## src/rtl/core/c3x3f_pkg.sv

```systemverilog
// shared types and constants of the 3x3 convolution filter
// sizes, register indexes and the configuration bundle; no dependencies
package c3x3f_pkg;

   localparam int MAX_WIDTH  = 1024;
   localparam int MAX_HEIGHT = 1024;
   localparam int COL_W      = $clog2(MAX_WIDTH);
   localparam int ROW_W      = $clog2(MAX_HEIGHT);

   localparam int PIXEL_W    = 8;
   localparam int COEF_W     = 8;
   localparam int ROWREG_W   = 24;
   localparam int SIZEREG_W  = 11;
   localparam int FILT_W     = 20;
   localparam int POS_W      = 10;
   localparam int PROD_W     = 17;
   localparam int SUM_W      = 21;

   localparam int CSR_ADDR_W = 5;
   localparam int CSR_DATA_W = 32;

   typedef enum logic [2:0] {
      REG_COEF_TOP    = 3'd0,
      REG_COEF_MID    = 3'd1,
      REG_COEF_BOTTOM = 3'd2,
      REG_WIDTH       = 3'd3,
      REG_HEIGHT      = 3'd4
   } csr_index_type;

   typedef logic [2:0][COEF_W-1:0]        coef_row_type;
   typedef logic [2:0][PIXEL_W-1:0]       pixel_col_type;

   typedef struct packed {
      coef_row_type [2:0] coef;
      logic [COL_W-1:0]   last_col;
      logic [ROW_W-1:0]   last_row;
   } cfg_type;

   function automatic logic [COL_W-1:0] last_col_of(input logic [SIZEREG_W-1:0] v);
      logic [COL_W-1:0] res;
      if (int'(v) < 3) begin
         res = COL_W'(2);
      end else if (int'(v) > MAX_WIDTH) begin
         res = COL_W'(MAX_WIDTH - 1);
      end else begin
         res = COL_W'(int'(v) - 1);
      end
      return res;
   endfunction

   function automatic logic [ROW_W-1:0] last_row_of(input logic [SIZEREG_W-1:0] v);
      logic [ROW_W-1:0] res;
      if (int'(v) < 3) begin
         res = ROW_W'(2);
      end else if (int'(v) > MAX_HEIGHT) begin
         res = ROW_W'(MAX_HEIGHT - 1);
      end else begin
         res = ROW_W'(int'(v) - 1);
      end
      return res;
   endfunction

endpackage

```

## src/rtl/core/c3x3f_csr.sv

```systemverilog
// configuration registers of the 3x3 filter behind an apb-style port
// depends on c3x3f_pkg
module c3x3f_csr
   import c3x3f_pkg::*;
(
   input  logic                  clock,
   input  logic                  reset,
   input  logic                  psel,
   input  logic                  penable,
   input  logic                  pwrite,
   input  logic [CSR_ADDR_W-1:0] paddr,
   input  logic [CSR_DATA_W-1:0] pwdata,
   output logic [CSR_DATA_W-1:0] prdata,
   output logic                  pready,
   output cfg_type               cfg
);

   logic [ROWREG_W-1:0]  coef_top_ff, coef_top_in;
   logic [ROWREG_W-1:0]  coef_mid_ff, coef_mid_in;
   logic [ROWREG_W-1:0]  coef_bot_ff, coef_bot_in;
   logic [SIZEREG_W-1:0] width_ff, width_in;
   logic [SIZEREG_W-1:0] height_ff, height_in;
   logic                 wr_en;
   csr_index_type        index;

   assign pready = 1'b1;
   assign wr_en  = psel && penable && pwrite;
   assign index  = csr_index_type'(paddr[CSR_ADDR_W-1:2]);

   always_comb begin
      coef_top_in = coef_top_ff;
      coef_mid_in = coef_mid_ff;
      coef_bot_in = coef_bot_ff;
      width_in    = width_ff;
      height_in   = height_ff;
      if (wr_en) begin
         unique case (index)
            REG_COEF_TOP:    coef_top_in = pwdata[ROWREG_W-1:0];
            REG_COEF_MID:    coef_mid_in = pwdata[ROWREG_W-1:0];
            REG_COEF_BOTTOM: coef_bot_in = pwdata[ROWREG_W-1:0];
            REG_WIDTH:       width_in    = pwdata[SIZEREG_W-1:0];
            REG_HEIGHT:      height_in   = pwdata[SIZEREG_W-1:0];
            default:         ;
         endcase
      end
   end

   always_ff @(posedge clock) begin
      if (reset) begin
         coef_top_ff <= '0;
         coef_mid_ff <= '0;
         coef_bot_ff <= '0;
         width_ff    <= SIZEREG_W'(1024);
         height_ff   <= SIZEREG_W'(1024);
      end else begin
         coef_top_ff <= coef_top_in;
         coef_mid_ff <= coef_mid_in;
         coef_bot_ff <= coef_bot_in;
         width_ff    <= width_in;
         height_ff   <= height_in;
      end
   end

   always_comb begin
      unique case (index)
         REG_COEF_TOP:    prdata = CSR_DATA_W'(coef_top_ff);
         REG_COEF_MID:    prdata = CSR_DATA_W'(coef_mid_ff);
         REG_COEF_BOTTOM: prdata = CSR_DATA_W'(coef_bot_ff);
         REG_WIDTH:       prdata = CSR_DATA_W'(width_ff);
         REG_HEIGHT:      prdata = CSR_DATA_W'(height_ff);
         default:         prdata = '0;
      endcase
   end

   assign cfg.coef[0]  = coef_row_type'(coef_top_ff);
   assign cfg.coef[1]  = coef_row_type'(coef_mid_ff);
   assign cfg.coef[2]  = coef_row_type'(coef_bot_ff);
   assign cfg.last_col = last_col_of(width_ff);
   assign cfg.last_row = last_row_of(height_ff);

endmodule

```

## config.mk

```make
export PLATFORM = sky130hd
export DESIGN_NAME = c3x3f_csr
export DESIGN_NICKNAME = d
export VERILOG_FILES = /design/src/rtl/core/c3x3f_pkg.sv /design/src/rtl/core/c3x3f_csr.sv
export SDC_FILE = /design/constraint.sdc
export NUM_CORES = 1
export LEC_CHECK = 0
export BUFFER_PORTS_ARGS = -buffer_cell sky130_fd_sc_hd__buf_4
export CAP_MARGIN = 20
export CORE_ASPECT_RATIO = 0.7
export CORE_UTILIZATION = 45
export CTS_BUF_LIST = sky130_fd_sc_hd__clkbuf_4 sky130_fd_sc_hd__clkbuf_8 sky130_fd_sc_hd__clkbuf_16
export DETAILED_ROUTE_END_ITERATION = 10
export GPL_TIMING_DRIVEN = 0
export MAX_ROUTING_LAYER = met4
export PLACE_DENSITY = 0.76
export SETUP_SLACK_MARGIN = 0.2
export SLEW_MARGIN = 20
export SYNTH_ARGS = -nofsm -noshare
export SYNTH_HDL_FRONTEND = slang
export SYNTH_SLANG_ARGS = --single-unit
```

## constraint.sdc

```tcl
create_clock -name clock -period 1.9 [get_ports clock]
set_input_delay 0.19 -clock clock [delete_from_list [all_inputs] [get_ports clock]]
set_output_delay 0.19 -clock clock [all_outputs]
set_load 0.02 [all_outputs]
```

==> results.ini <==
[power]
p_leak_nw = 2.81
ir_worst_vdd_uv = 485
powerDensity_nw_per_um2 = 650
internal_power_w = 0.00349
pwr-share-seq = 0.427
comb_power_share = 0.134
swShare = 0.255
p_clk_frac = 0.439
switchingPower_w = 0.00119

[clocking]
cts_buffer_depth = 2
cts_made_buffers = 9
cts.sinks = 94
clk-insertion-delay-late_ps = 350
clk_pin_slew_worst_paths_ps = 70
h-tree-depth = 3
holdBufCountCts = 0
cts_root_buffer = clkbuf_16
cts_tree = yes

[synthesis]
yosys-top-cells-area = dfxtp_1 (38%), a21oi_1 (10%), nand3_1 (9.4%)
synthCells = 619
synth.distinct_cells = 38
yosysWarnings = 0
synth_top_area_frac = 0.382
netlist_area_um2 = 4930
synth_edf_count = 0
synthArstFlopShare = 0
synthMostInstantiatedCell = a21oi_1
ys_seq_area_frac = 0.382
synth.largest_area_cell = dfxtp_1
synthTopCellsByCount = a21oi_1 (101), dfxtp_1 (94), nand3_1 (93), o21ai_0 (92), clkbuf_1 (57)
synth-main-ff-cell = dfxtp_1
ys_ff_latch = 94
post_synth.cell_area_avg_um2 = 7.96

[sta]
rsz0062_at_grt = true
hold_violations = 0
worstMarginPinSlew_ps = 661
max_slew_margin = 0.560
fmax_mhz = 427
fin_ws_ps = -439
clock_skew_ps = 0
finalSetupViolations = 20
whs_ps = 120
period_share = 1.23
finalCriticalPeriod_ps = 2340
slew_viol_final = 0

[status]
status = complete, but fails checks
violations = setup timing

[setup_path]
reg2reg_depth = 3
path_cells = or4_4, buf_8, or4b_4, a31oi_4, buf_6
arrival_ps = 2150
crit_required_ps = 1710
worstPathMaxFanout = 8
crit_path_end_kind = output pin
critical-path-max-stage-delay_ps = 520
critPathLaunchType = flop
slowest_stage = or4_4
path_class = reg -> out

[routing]
first_iter_violations = 783
detail_route.wl_per_cell_um = 21.2
wl_met3_mm = 2.60
ant_nets = 0
finalWirelength_mm = 20.3
highest_layer = met4
route.met2.wl_mm = 9.07
wl_met1_mm = 8.18
first_pass_iters = 7
drc_errors = 0
viasPerCell = 6.35
vias = 6075

[grt]
overflow = 0
grt_pass1_wl_mm = 29.4
antenna_found_initial = 0
grt_pass1_vias = 5375
grt.total_usage = 0.354
grt_max_degree = 15

[final_layout]
final_area_um2 = 7200
final_cells = 956
seq_area_um2 = 1910
fin_util = 0.685
drive_above_1_share = 0.330
multi_input_area_um2 = 3000
n_fill_cell = 833
synthToLayoutAreaGrowth_pct = 46.1
num_antenna_cells = 0
nets = 847

[placed_design]
place_inst = 920
place_area_um2 = 6310
gp_congestion = 1.01
post-place-ws_ps = -299
io_buffer_count = 146
dpl.hpwl_mm = 14.5

[hold_path]
whs_path_depth = 3
hp-class = in -> reg

[floorplanning]
coreArea_um2 = 10500
die_w_um = 127
dieArea_um2 = 11400
die_y_um = 89.5
row_count = 31
ios = 167
initial_core_util = 0.469

[flow_run]
cap_viol_max_count = 0

[worst paths after layout]
| check | startpoint | to | slack [ps] |
|---|---|---|---|
| setup / recovery | width_ff[3] | cfg[18] | -440 |
| hold / removal | pwdata[15] | coef_mid_ff[15] | 120 |
| setup reg to reg | width_ff[10] | width_ff[10] | 660 |
| hold reg to reg | coef_mid_ff[18] | coef_mid_ff[18] | 500 |
[power groups by stage]
| stage | combinational (W) | clock (W) | sequential [W] |
|---|---|---|---|
| global route | 0.000650 | 0.00213 | 0.00200 |
| CTS | 0.000572 | 0.00203 | 0.00200 |
| finish | 0.000626 | 0.00205 | 0.00200 |
| global placement | 0.000522 | 0 | 0.00204 |
| floorplan | 0.000296 | 0 | 0.00205 |
| detailed placement | 0.000533 | 0 | 0.00205 |
[kinds of logic after synthesis]
kind of cell / after synthesis / share of synthesized area
flip-flops: 94 / 0.382
other: 2 / 0.00152
AO/OA/AOI/OAI: 258 / 0.306
XOR/XNOR: 4 / 0.00711
multiplexers: 35 / 0.0711
AND/OR/NAND/NOR: 141 / 0.154
buffers and inverters: 83 / 0.0737
adder cells (fa/ha/maj): 2 / 0.00508
[registers in the layout, indices dropped and copies added, names as in the netlist]
name,cells
coef_top_ff,24
coef_mid_ff,24
height_ff,11
coef_bot_ff,24
width_ff,11
[area by class of cell]
class                   count  area share
flip-flops and latches     94       0.265
well taps                 148      0.0257
inverters                   8     0.00417
clock buffers              13      0.0381
multi-input cells         449       0.416
repair buffers            167       0.186
clock inverters             3     0.00904
plain buffers              74      0.0554
[worst max-delay path: cells and delay by family (launching register included)]
kind,cells,cell delay [ps]
AO/OA/AOI/OAI,1,150
buffers and inverters,2,300
flip-flops,1,350
AND/OR/NAND/NOR,2,1010
[routing by layer]
| layer | GRT usage | vias up |
|---|---|---|
| met5 | - | - |
| met3 | 0.0796 | 51 |
| met4 | 0.0985 | 0 |
| met1 | 0.464 | 2911 |
| li1 | - | 2650 |
| met2 | 0.550 | 463 |
[placed cells by master (no fill, tap or decap), types with 3 or more instances in the layout]
master and instances:
a21oi_1 95, a21oi_2 4, a2bb2oi_1 23, a31oi_1 3, a31oi_4 5, buf_4 157, buf_6 20, buf_8 4
clkbuf_1 48, clkbuf_16 9, clkbuf_2 5, clkbuf_4 3, clkbuf_8 3, conb_1 9, dfxtp_1 80, dfxtp_2 10
dfxtp_4 4, inv_1 6, mux2i_1 28, mux2i_2 5, nand2b_1 3, nand3_1 93, nand3b_1 3, nor2_1 16
o21ai_0 92, o21ai_1 5, o22ai_1 10, o31ai_1 3, o31ai_4 3, o41ai_2 3, or3_1 3, or4_4 7
xnor2_1 4
[what timing repair did]
| item | in CTS | in global routing |
|---|---|---|
| cloned | 0 | 0 |
| pin swaps | 6 | 9 |
| resized for setup | 58 | 51 |
| setup buffers | 14 | 7 |
| endpoints found under the setup margin | 44 | 40 |
[per-stage QoR]
| stage | TNS, ps | power, W |
|---|---|---|
| after detailed placement | -8450 | 0.00258 |
| after global routing | -8070 | 0.00478 |
| after CTS | -7600 | 0.00460 |
| after floorplan | -37.4 | 0.00235 |
| after global placement | -5990 | 0.00257 |
| final | -7150 | 0.00468 |
Note: power is estimated with default switching activity, not from simulation.
