## src/rtl/core/c3x3f_pkg.sv

```systemverilog
// shared types and constants of the 3x3 convolution filter
// sizes, register indexes and the configuration bundle; no dependencies
package c3x3f_pkg;

   localparam int MAX_WIDTH  = 1024;
   localparam int MAX_HEIGHT = 1024;
   localparam int COL_W      = $clog2(MAX_WIDTH);
   localparam int ROW_W      = $clog2(MAX_HEIGHT);

   localparam int PIXEL_W    = 8;
   localparam int COEF_W     = 8;
   localparam int ROWREG_W   = 24;
   localparam int SIZEREG_W  = 11;
   localparam int FILT_W     = 20;
   localparam int POS_W      = 10;
   localparam int PROD_W     = 17;
   localparam int SUM_W      = 21;

   localparam int CSR_ADDR_W = 5;
   localparam int CSR_DATA_W = 32;

   typedef enum logic [2:0] {
      REG_COEF_TOP    = 3'd0,
      REG_COEF_MID    = 3'd1,
      REG_COEF_BOTTOM = 3'd2,
      REG_WIDTH       = 3'd3,
      REG_HEIGHT      = 3'd4
   } csr_index_type;

   typedef logic [2:0][COEF_W-1:0]        coef_row_type;
   typedef logic [2:0][PIXEL_W-1:0]       pixel_col_type;

   typedef struct packed {
      coef_row_type [2:0] coef;
      logic [COL_W-1:0]   last_col;
      logic [ROW_W-1:0]   last_row;
   } cfg_type;

   function automatic logic [COL_W-1:0] last_col_of(input logic [SIZEREG_W-1:0] v);
      logic [COL_W-1:0] res;
      if (int'(v) < 3) begin
         res = COL_W'(2);
      end else if (int'(v) > MAX_WIDTH) begin
         res = COL_W'(MAX_WIDTH - 1);
      end else begin
         res = COL_W'(int'(v) - 1);
      end
      return res;
   endfunction

   function automatic logic [ROW_W-1:0] last_row_of(input logic [SIZEREG_W-1:0] v);
      logic [ROW_W-1:0] res;
      if (int'(v) < 3) begin
         res = ROW_W'(2);
      end else if (int'(v) > MAX_HEIGHT) begin
         res = ROW_W'(MAX_HEIGHT - 1);
      end else begin
         res = ROW_W'(int'(v) - 1);
      end
      return res;
   endfunction

endpackage

```

## src/rtl/core/c3x3f_window.sv

```systemverilog
// 3x3 pixel window and the nine-tap signed multiply-add
// depends on c3x3f_pkg
module c3x3f_window
   import c3x3f_pkg::*;
(
   input  logic              clock,
   input  logic              reset,
   input  logic              shift_en,
   input  pixel_col_type     col_in,
   input  cfg_type           cfg,
   output logic [FILT_W-1:0] sum_out
);

   logic [2:0][2:0][PIXEL_W-1:0] win_ff, win_in;
   logic signed [PROD_W-1:0]     prod [3][3];
   logic signed [SUM_W-1:0]      prod_x [3][3];
   logic signed [SUM_W-1:0]      total;

   // shift left, new column enters on the right
   always_comb begin
      for (int i = 0; i < 3; i++) begin
         win_in[i][0] = win_ff[i][1];
         win_in[i][1] = win_ff[i][2];
         win_in[i][2] = col_in[i];
      end
   end

   always_ff @(posedge clock) begin
      if (reset) begin
         win_ff <= '0;
      end else if (shift_en) begin
         win_ff <= win_in;
      end
   end

   always_comb begin
      logic signed [PROD_W-1:0] pix_x;
      logic signed [PROD_W-1:0] coef_x;
      for (int i = 0; i < 3; i++) begin
         for (int j = 0; j < 3; j++) begin
            pix_x        = {{(PROD_W-PIXEL_W){1'b0}}, win_in[i][j]};
            coef_x       = {{(PROD_W-COEF_W){cfg.coef[i][j][COEF_W-1]}}, cfg.coef[i][j]};
            prod[i][j]   = pix_x * coef_x;
            prod_x[i][j] = {{(SUM_W-PROD_W){prod[i][j][PROD_W-1]}}, prod[i][j]};
         end
      end
   end

   assign total = ((prod_x[0][0] + prod_x[0][1]) + (prod_x[0][2] + prod_x[1][0]))
                + ((prod_x[1][1] + prod_x[1][2]) + (prod_x[2][0] + prod_x[2][1]))
                + prod_x[2][2];

   assign sum_out = total[FILT_W-1:0];

endmodule

```

## config.mk

```make
export PLATFORM = sky130hd
export DESIGN_NAME = c3x3f_window
export DESIGN_NICKNAME = d
export VERILOG_FILES = /design/src/rtl/core/c3x3f_pkg.sv /design/src/rtl/core/c3x3f_window.sv
export SDC_FILE = /design/constraint.sdc
export NUM_CORES = 1
export LEC_CHECK = 0
export BUFFER_PORTS_ARGS = -buffer_cell sky130_fd_sc_hd__buf_4
export CAP_MARGIN = 20
export CORE_MARGIN = 4
export CORE_UTILIZATION = 40
export DETAILED_ROUTE_END_ITERATION = 7
export PLACE_DENSITY_LB_ADDON = 0.3
export SLEW_MARGIN = 20
export SYNTH_ARGS = -nofsm -noshare
export SYNTH_HDL_FRONTEND = slang
export SYNTH_SLANG_ARGS = --single-unit
```

## constraint.sdc

```tcl
create_clock -name clock -period 7.9 [get_ports clock]
set_input_delay 0.395 -clock clock [delete_from_list [all_inputs] [get_ports clock]]
set_output_delay 0.395 -clock clock [all_outputs]
set_load 0.005 [all_outputs]
```

==> results.json, run 1 <==
{
  "detail-route-antenna-nets": 0,
  "postCtsHoldBufs": 0,
  "wl_per_cell_um": 18.3,
  "syn_nets": 3419,
  "synth_warnings": 0,
  "run_status": "complete, but fails checks",
  "synth_sequential_area_ratio_pct": 4.13,
  "crit-reg2reg-capture": "win_ff[9]",
  "path_clk_slew_ns": 0.09,
  "worstReg2RegStart": "win_ff[17]",
  "critical_path.endpoint_type": "output pin",
  "ioPinCount": 139,
  "violated_checks": "setup timing",
  "cts.path.max_buffers": 2,
  "synthArstFlopShare_pct": 0,
  "full_die_area_um2": 62100,
  "largest_register_ff_count": 48,
  "buffer_type_at_the_clock_tree_root": "sky130_fd_sc_hd__clkbuf_16",
  "cp_max_fo": 6,
  "finalWeightedCongestion": 0.901,
  "fin_nets": 3751,
  "insertion_delay_ns": 0.33,
  "final-hold-violation-count": 0,
  "finalClockSkew_ns": 0.0137,
  "largest_registers": "win_ff: 48 flops",
  "min_from": "col_in[10]",
  "top_register": "win_ff",
  "timing.reg2reg.worst_path_depth": 4,
  "number_of_enable_type_register_cells_in_the_synthesized_netlist": 0,
  "totalWireLength_um": 64700,
  "route.vias.total": 16663,
  "tritoncts_clock_tree": "built",
  "core-area_um2": 57700,
  "postLayoutSetupSlackWorst_ns": -0.395,
  "max_slew.worst_pin.slew_ns": 1.00,
  "fp.dieH_um": 249,
  "timing.critical_path.from_type": "register",
  "post_synth_inst_count": 2438,
  "dr.pass1.iters": 5,
  "dp_cells": 3510,
  "drt_drc_violations_left": 0,
  "syn_area_per_cell_um2": 9.55,
  "worstSetupPathType": "register to output pin",
  "filler_cell_count": 5452,
  "setup-violations-final": 12,
  "maxCapViolations": 0,
  "layout-area-overhead-vs-synth_pct": 18.8,
  "final.min_clock_period_ns": 8.29,
  "unrepaired_setup_endpoints_after_global_routing": "true",
  "relSlewSlack_pct": 33.2,
  "arrival_ns": 7.90,
  "detailedPlacementHpwl_um": 58900,
  "avgViaCountPerCell": 4.71,
  "grt_start_max_net_pins": 49,
  "antenna_found_initial": 2,
  "globalRouteOverflowTotal": 0,
  "numCtsBuffers": 5,
  "number_of_unique_standard_cell_types_used_by_synthesis": 35,
  "layout-drive-gt1-share_pct": 18.2,
  "hold_class": "input pin to register",
  "finish.cell_count_without_fillers": 3539,
  "final.period_utilization_pct": 105,
  "initial_utilization_pct": 40.3,
  "grt_first_pass_wirelength_um": 105000,
  "timing.critical_path.required_ns": 7.51,
  "ys.flop_type": "sky130_fd_sc_hd__dfxtp_1",
  "number_of_sinks_on_the_clock_net": 48,
  "worst_setup_path_startpoint": "win_ff[60]",
  "grt_usage_pct": 21.7,
  "die_width_um": 249,
  "buffer_ports.inserted": 118,
  "first_global_vias": 18692,
  "achievable-frequency_ghz": 0.121,
  "ys_seq_elements": 48,
  "timing.critical_path.to": "sum_out[17]",
  "core.rowCount": 88,
  "first_iter_violations": 905,
  "final_max_slew_viol_count": 0,
  "htree_num_levels": 2,
  "syn-cell-area_um2": 23300,
  "worst-r2r-setup-slack_ns": 6.88
}
## worst max-delay path: stages (launching register included)
cell and delay, ns:
sky130_fd_sc_hd__dfxtp_4 0.38, sky130_fd_sc_hd__and2_4 0.15, sky130_fd_sc_hd__fa_1 0.54, sky130_fd_sc_hd__inv_1 0.05
sky130_fd_sc_hd__fa_1 0.47, sky130_fd_sc_hd__fa_1 0.51, sky130_fd_sc_hd__fa_1 0.52, sky130_fd_sc_hd__inv_1 0.05
sky130_fd_sc_hd__fa_1 0.50, sky130_fd_sc_hd__fa_2 0.48, sky130_fd_sc_hd__fa_1 0.61, sky130_fd_sc_hd__inv_2 0.05
sky130_fd_sc_hd__fa_1 0.52, sky130_fd_sc_hd__fa_1 0.56, sky130_fd_sc_hd__inv_1 0.05, sky130_fd_sc_hd__fa_1 0.47
sky130_fd_sc_hd__ha_4 0.29, sky130_fd_sc_hd__o21a_1 0.11, sky130_fd_sc_hd__o31a_1 0.19, sky130_fd_sc_hd__o21ai_1 0.08
sky130_fd_sc_hd__buf_4 0.17, sky130_fd_sc_hd__nor4bb_4 0.30, sky130_fd_sc_hd__and3b_2 0.26, sky130_fd_sc_hd__xnor2_2 0.13
sky130_fd_sc_hd__buf_4 0.14
## cell type report
class                      instances  area (µm²)  share of cell area (%)
clock buffer                       5         125                   0.453
sequential                        48        1060                    3.83
inverter                         725        2720                    9.84
multi-input combinational       1628       19900                    71.8
clock inverter                     3        46.3                   0.167
antenna                            3        7.51                  0.0272
timing repair buffer             362        2870                    10.4
tap                              765         957                    3.46
## through the flow
| stage | hold slack [ns] | cell area (µm²) | util, % | worst slack [ns] | setup TNS (ns) |
|---|---|---|---|---|---|
| finish | 0.501 | 27600 | 47.9 | -0.395 | -3.10 |
| CTS | 0.478 | 27300 | 47.4 | -0.460 | -3.78 |
| global route | 0.512 | 27600 | 47.9 | -0.627 | -5.72 |
| detailed placement | 0.636 | 26700 | 46.4 | -0.425 | -3.46 |
| global placement | 0.636 | 26700 | 46.4 | -0.443 | -2.91 |
| floorplan | 0.539 | 23300 | - | 0.186 | 0 |
## timing repair
item / 4_1_cts / 5_1_grt
cloned: 0 / 0
setup endpoints to repair: 12 / 14
setup buffers: 18 / 4
resized for setup: 94 / 92
pin swaps: 51 / 48
## layer usage
metal / GRT usage [%] / wire length (µm) / vias to the layer above
li1: - / - / 7634
met1: 29.1 / 27000 / 8560
met2: 38.0 / 33000 / 391
met3: 1.67 / 2830 / 78
met4: 5.71 / 1970 / 0
met5: 0 / 0 / -
## placed cells by master, fill, tap and decap left out, types with 18 or more instances in the layout
master,instances
sky130_fd_sc_hd__nor2_1,78
sky130_fd_sc_hd__dfxtp_2,19
sky130_fd_sc_hd__mux2i_1,48
sky130_fd_sc_hd__buf_4,340
sky130_fd_sc_hd__fa_2,22
sky130_fd_sc_hd__and2_1,315
sky130_fd_sc_hd__nand2_1,176
sky130_fd_sc_hd__dfxtp_4,20
sky130_fd_sc_hd__and2_4,18
sky130_fd_sc_hd__fa_1,546
sky130_fd_sc_hd__ha_1,289
sky130_fd_sc_hd__inv_1,709
sky130_fd_sc_hd__nor2b_1,29
## cell families (layout without fill, tap and decap cells)
kind of cell             count (synthesis)  in the layout  synth area share [%]
AO/OA/AOI/OAI                           37             37                  1.04
XOR/XNOR                                28             28                  1.05
adder cells (fa/ha/maj)                862            862                  64.7
buffers and inverters                  762           1095                  12.3
flip-flops                              48             48                  4.13
multiplexers                            48             48                  2.06
other                                    0              3                     0
AND/OR/NAND/NOR                        653            653                  14.7
## cells in the mapped netlist, types with 2 or more instances
cell type | number | area share [%]
sky130_fd_sc_hd__nand2_1 | 179 | 2.9
sky130_fd_sc_hd__nand3_1 | 5 | 0.11
sky130_fd_sc_hd__o21ai_0 | 5 | 0.11
sky130_fd_sc_hd__nor2_1 | 83 | 1.3
sky130_fd_sc_hd__o21bai_1 | 2 | 0.064
sky130_fd_sc_hd__clkbuf_1 | 32 | 0.52
sky130_fd_sc_hd__and2_1 | 333 | 9.0
sky130_fd_sc_hd__nand2b_1 | 16 | 0.43
sky130_fd_sc_hd__inv_1 | 724 | 12
sky130_fd_sc_hd__ha_1 | 294 | 16
sky130_fd_sc_hd__dfxtp_1 | 48 | 4.1
sky130_fd_sc_hd__fa_1 | 568 | 49
sky130_fd_sc_hd__xor2_1 | 7 | 0.26
sky130_fd_sc_hd__a31oi_1 | 2 | 0.054
sky130_fd_sc_hd__a211oi_1 | 4 | 0.13
sky130_fd_sc_hd__xnor2_1 | 21 | 0.79
sky130_fd_sc_hd__mux2i_1 | 48 | 2.1
sky130_fd_sc_hd__o21ai_1 | 2 | 0.043
sky130_fd_sc_hd__buf_2 | 4 | 0.086
sky130_fd_sc_hd__or3_1 | 2 | 0.054
sky130_fd_sc_hd__a21o_1 | 7 | 0.23
sky130_fd_sc_hd__nor2b_1 | 30 | 0.81
sky130_fd_sc_hd__a21oi_1 | 8 | 0.17
sky130_fd_sc_hd__o21a_1 | 3 | 0.097
## how the worst min path moves through the flow
stage / end / slack (ns) / cells past startpoint
after floorplan: win_ff[8] / 0.54 / 2
after global placement: win_ff[59] / 0.64 / 2
after detailed placement: win_ff[59] / 0.64 / 2
after CTS: win_ff[23] / 0.48 / 4
after global routing: win_ff[23] / 0.51 / 4
final: win_ff[42] / 0.50 / 4
Power of run 1 is not shown: default switching activity piles up to over one toggle a cycle in this logic, so the estimate is an artifact.
==> inputs of run 2 (changes only) <==
CORE_ASPECT_RATIO = 0.9   (was not set)
==> results.json, run 2 (same netlist as run 1, synthesis figures left out) <==
{
  "run_status": "complete, but fails checks",
  "violated_checks": "setup timing",
  "grt_start_max_net_pins": 49,
  "first_global_vias": 18882,
  "postLayoutSetupSlackWorst_ns": -0.349,
  "antenna_found_initial": 1,
  "final_max_slew_viol_count": 0,
  "final-hold-violation-count": 0,
  "unrepaired_setup_endpoints_after_global_routing": "true",
  "worst-r2r-setup-slack_ns": 6.80,
  "insertion_delay_ns": 0.32,
  "crit_path_max_incr_delay_ns": 0.63,
  "timing.reg2reg.worst_path_depth": 5,
  "htree_num_levels": 2,
  "initial_utilization_pct": 40.6,
  "ioPinCount": 139,
  "numCtsBuffers": 5,
  "critical_path.endpoint_type": "output pin",
  "core.rowCount": 83,
  "layout-drive-gt1-share_pct": 19.5,
  "totalWireLength_um": 66400,
  "hold_class": "input pin to register",
  "avgViaCountPerCell": 4.69,
  "layout-area-overhead-vs-synth_pct": 19.4,
  "final.period_utilization_pct": 104,
  "die_width_um": 262,
  "detail-route-antenna-nets": 0,
  "critical_path.cell_chain": "buf_4, and2_1, fa_1, inv_1, fa_1, fa_2, fa_1, fa_1, inv_2, fa_1, fa_2, fa_2, fa_1, fa_1, ha_1, o21a_1, o31a_1, buf_6, o21ai_2, buf_6, nor4bb_4, and3b_1, xnor2_1, buf_4",
  "finalClockSkew_ns": 0.0120,
  "cp_max_fo": 4,
  "fp.dieH_um": 237,
  "cp.buffers_inverters": 6,
  "path_clk_slew_ns": 0.09,
  "globalRouteOverflowTotal": 0,
  "maxCapViolations": 0,
  "final_cell_mix": "sky130_fd_sc_hd__inv_1, sky130_fd_sc_hd__fa_1, sky130_fd_sc_hd__buf_4",
  "drt_drc_violations_left": 0,
  "detailedPlacementHpwl_um": 59500,
  "achievable-frequency_ghz": 0.121,
  "timing.critical_path.slowest_stage_cell": "sky130_fd_sc_hd__fa_2",
  "number_of_sinks_on_the_clock_net": 48,
  "filler_cell_count": 5442,
  "cts.path.max_buffers": 2,
  "dr.pass1.iters": 4,
  "first_iter_violations": 827,
  "worst_setup_path_startpoint": "win_ff[45]",
  "max_slew.worst_pin.slew_ns": 1.06,
  "timing.critical_path.from_type": "register",
  "final_common_cell": "sky130_fd_sc_hd__inv_1",
  "path_delay_family": "adder cells",
  "core-area_um2": 57300,
  "min_from": "col_in[6]",
  "tritoncts_clock_tree": "built",
  "route.vias.total": 16634,
  "hold_path_depth": 3,
  "worstReg2RegStart": "win_ff[20]",
  "path_common_cell": "sky130_fd_sc_hd__fa_1",
  "top_register": "win_ff",
  "fin_nets": 3759,
  "finalWeightedCongestion": 0.909,
  "path_depth": 24,
  "buffer_ports.inserted": 118,
  "wl_per_cell_um": 18.7,
  "arrival_ns": 7.85,
  "grt_usage_pct": 22.0,
  "largest_registers": "win_ff: 48 flops",
  "relSlewSlack_pct": 29.3,
  "worstSetupPathType": "register to output pin",
  "buffer_type_at_the_clock_tree_root": "sky130_fd_sc_hd__clkbuf_16",
  "setup-violations-final": 11,
  "grt_first_pass_wirelength_um": 106000,
  "full_die_area_um2": 62100,
  "final.min_clock_period_ns": 8.25,
  "largest_register_ff_count": 48,
  "tns_ns": -2.71,
  "timing.critical_path.required_ns": 7.51
}
==> run 2: timing repair <==
item,in CTS,in global routing
endpoints found under the setup margin,12,12
hold buffers,0,0
gates cloned,0,0
pin swaps,81,80
buffers inserted,18,11
gates resized for setup,139,95
==> run 2: final cells by class <==
class / instances / area [µm²] / share of cell area (%)
Antenna cell: 2 / 5.00 / 0.0180
Clock buffer: 6 / 139 / 0.500
Clock inverter: 2 / 13.8 / 0.0495
Inverter: 725 / 2720 / 9.79
Multi-Input combinational cell: 1628 / 20000 / 71.8
Sequential cell: 48 / 1070 / 3.86
Tap cell: 765 / 957 / 3.44
Timing Repair Buffer: 370 / 2930 / 10.5
==> run 2: worst reg2reg max path, delay by kind of cell, from the launching register on <==
| family | cells | cell delay (ns) |
|---|---|---|
| buffers and inverters | 3 | 0.45 |
| flip-flops | 1 | 0.34 |
| multiplexers | 1 | 0.14 |
| AND/OR/NAND/NOR | 1 | 0.05 |
==> run 2: stage by stage <==
stage	instances	hold slack, ns	utilization [%]	setup WS [ns]	cell area, µm²
after global routing	3545	0.433	48.5	-0.564	27800
after global placement	3508	0.612	46.6	-0.353	26700
after detailed placement	3508	0.607	46.6	-0.421	26700
after CTS	3533	0.418	47.9	-0.382	27400
after floorplan	2438	0.539	-	0.186	23300
final	3546	0.441	48.5	-0.349	27800
==> run 2: worst paths after layout <==
kind                       to
setup / recovery  sum_out[17]
setup reg to reg   win_ff[12]
hold reg to reg    win_ff[11]
hold / removal     win_ff[22]
==> run 2: metal layers <==
metal	global-route usage, %	wire length [µm]	share of wire [%]
met2	36.1	31400	47
met4	7.30	2380	3.6
met3	3.19	3500	5.3
met1	30.2	29200	44
met5	0	0	0
Power of run 2 is left out for the same reason.
==> inputs of run 3 (changes only) <==
CELL_PAD_IN_SITES_DETAIL_PLACEMENT = 1   (was not set)
CELL_PAD_IN_SITES_GLOBAL_PLACEMENT = 1   (was not set)
CORE_MARGIN = 3   (was 4)
==> results.json, run 3 (same netlist as run 1, synthesis figures left out) <==
{
  "tns_ns": -4.05,
  "layout-drive-gt1-share_pct": 18.2,
  "htree_num_levels": 2,
  "maxCapViolations": 0,
  "largest_register_ff_count": 48,
  "run_status": "complete, but fails checks",
  "grt_usage_pct": 25.6,
  "insertion_delay_ns": 0.35,
  "final_max_slew_viol_count": 0,
  "grt_start_max_net_pins": 49,
  "timing.critical_path.from_type": "register",
  "globalRouteOverflowTotal": 0,
  "violated_checks": "setup timing",
  "arrival_ns": 8.02,
  "worstSetupPathType": "register to output pin",
  "timing.critical_path.required_ns": 7.51,
  "route.vias.total": 17018,
  "detailedPlacementHpwl_um": 67000,
  "hold_path_end": "win_ff[19]",
  "die_width_um": 260,
  "final-hold-violation-count": 0,
  "min_from": "col_in[3]",
  "worst-r2r-setup-slack_ns": 6.84,
  "antenna_found_initial": 5,
  "setup-violations-final": 12,
  "wl_per_cell_um": 21.0,
  "final.min_clock_period_ns": 8.42,
  "totalWireLength_um": 74600,
  "finalClockSkew_ns": 0.0193,
  "timing.critical_path.slowest_stage_cell": "sky130_fd_sc_hd__fa_1",
  "number_of_sinks_on_the_clock_net": 48,
  "relSlewSlack_pct": 29.5,
  "fin_nets": 3760,
  "path_common_cell": "sky130_fd_sc_hd__fa_1",
  "path_clk_slew_ns": 0.09,
  "achievable-frequency_ghz": 0.119,
  "max_slew.worst_pin.slew_ns": 1.06,
  "full_die_area_um2": 61100,
  "dpl_worst_slack_ns": -0.503,
  "postLayoutSetupSlackWorst_ns": -0.516,
  "numCtsBuffers": 5,
  "cp_max_fo": 6,
  "grt_first_pass_wirelength_um": 118000,
  "hold_class": "input pin to register",
  "crit-reg2reg-capture": "win_ff[15]",
  "unrepaired_setup_endpoints_after_global_routing": "true",
  "postCtsHoldBufs": 0,
  "buffer_type_at_the_clock_tree_root": "sky130_fd_sc_hd__clkbuf_16",
  "final.period_utilization_pct": 107,
  "avgViaCountPerCell": 4.80,
  "crit_path_max_incr_delay_ns": 0.60,
  "initial_utilization_pct": 40.6,
  "drt_drc_violations_left": 0,
  "detail-route-antenna-nets": 0,
  "timing.reg2reg.worst_path_depth": 4,
  "cts.path.max_buffers": 2,
  "first_iter_violations": 832,
  "top_register": "win_ff",
  "largest_registers": "win_ff: 48 flops",
  "fp.dieH_um": 235,
  "core.rowCount": 83,
  "filler_cell_count": 6593,
  "first_global_vias": 20447,
  "worstReg2RegStart": "win_ff[23]",
  "finalWeightedCongestion": 0.868,
  "ioPinCount": 139,
  "hold_path_depth": 3,
  "critical_path.endpoint_type": "output pin",
  "tritoncts_clock_tree": "built",
  "layout-area-overhead-vs-synth_pct": 18.9,
  "buffer_ports.inserted": 118,
  "core-area_um2": 57300,
  "dr.pass1.iters": 4,
  "final_cell_mix": "sky130_fd_sc_hd__inv_1, sky130_fd_sc_hd__fa_1, sky130_fd_sc_hd__buf_4",
  "final_common_cell": "sky130_fd_sc_hd__inv_1"
}
[run 3: cell types whose count changed in the layout (fill, tap and decap cells not counted), sizes merged]
| cell | before | now |
|---|---|---|
| clkinv | 2 | 1 |
| clkbuf | 6 | 5 |
| buf | 370 | 371 |
| bufinv | 0 | 2 |
| diode | 2 | 4 |
[run 3: layout make-up]
cell class                 count  area, µm²  area share [%]
clock buffer                   5        125           0.452
sequential                    48       1050            3.80
inverter                     725       2720            9.83
antenna                        4       10.0          0.0362
timing repair buffer         371       2930            10.6
multi-input combinational   1628      19800            71.6
clock inverter                 3       68.8           0.249
tap                          765        957            3.46
[run 3: worst max-delay path, delay by kind of cell (launching register included)]
family | cells | cell delay (ns)
XOR/XNOR | 1 | 0.14
flip-flops | 1 | 0.39
AO/OA/AOI/OAI | 4 | 0.62
buffers and inverters | 7 | 0.56
AND/OR/NAND/NOR | 2 | 0.56
adder cells (fa/ha/maj) | 11 | 5.40
[run 3: repair_timing]
| action | CTS | global route |
|---|---|---|
| setup endpoints to repair | 13 | 13 |
| setup buffers | 14 | 13 |
| pin swaps | 68 | 49 |
| gates resized for setup | 133 | 34 |
| gates cloned | 0 | 0 |
[run 3: how the worst max path moves through the flow]
stage	from	endpoint	slack, ns	depth (start not counted)
after floorplan	col_in[23]	sum_out[15]	0.19	25
after global placement	cfg[70]	sum_out[17]	-0.41	27
after detailed placement	cfg[70]	sum_out[17]	-0.50	27
after CTS	win_ff[14]	sum_out[17]	-0.50	26
after global routing	win_ff[58]	sum_out[17]	-0.79	25
final	win_ff[58]	sum_out[15]	-0.52	25
[run 3: routing by layer]
layer / global-route usage [%] / vias to the layer above / wire length [µm]
met4: 7.33 / 0 / 2170
met3: 3.09 / 78 / 2810
li1: - / 7654 / -
met1: 35.4 / 8989 / 33300
met5: 0 / - / 0
met2: 42.5 / 297 / 36400
[run 3: metrics by stage]
step           util (%)  instance area, µm²  hold slack, ns  std cells
6_report           48.3               27700           0.418       3549
4_1_cts            47.9               27500           0.397       3535
3_5_place_dp       46.8               26800           0.651       3515
2_1_floorplan         -               23300           0.539       2438
5_1_grt            48.3               27700           0.445       3549
3_3_place_gp       46.8               26800           0.617       3515
Power of run 3 is left out for the same reason.
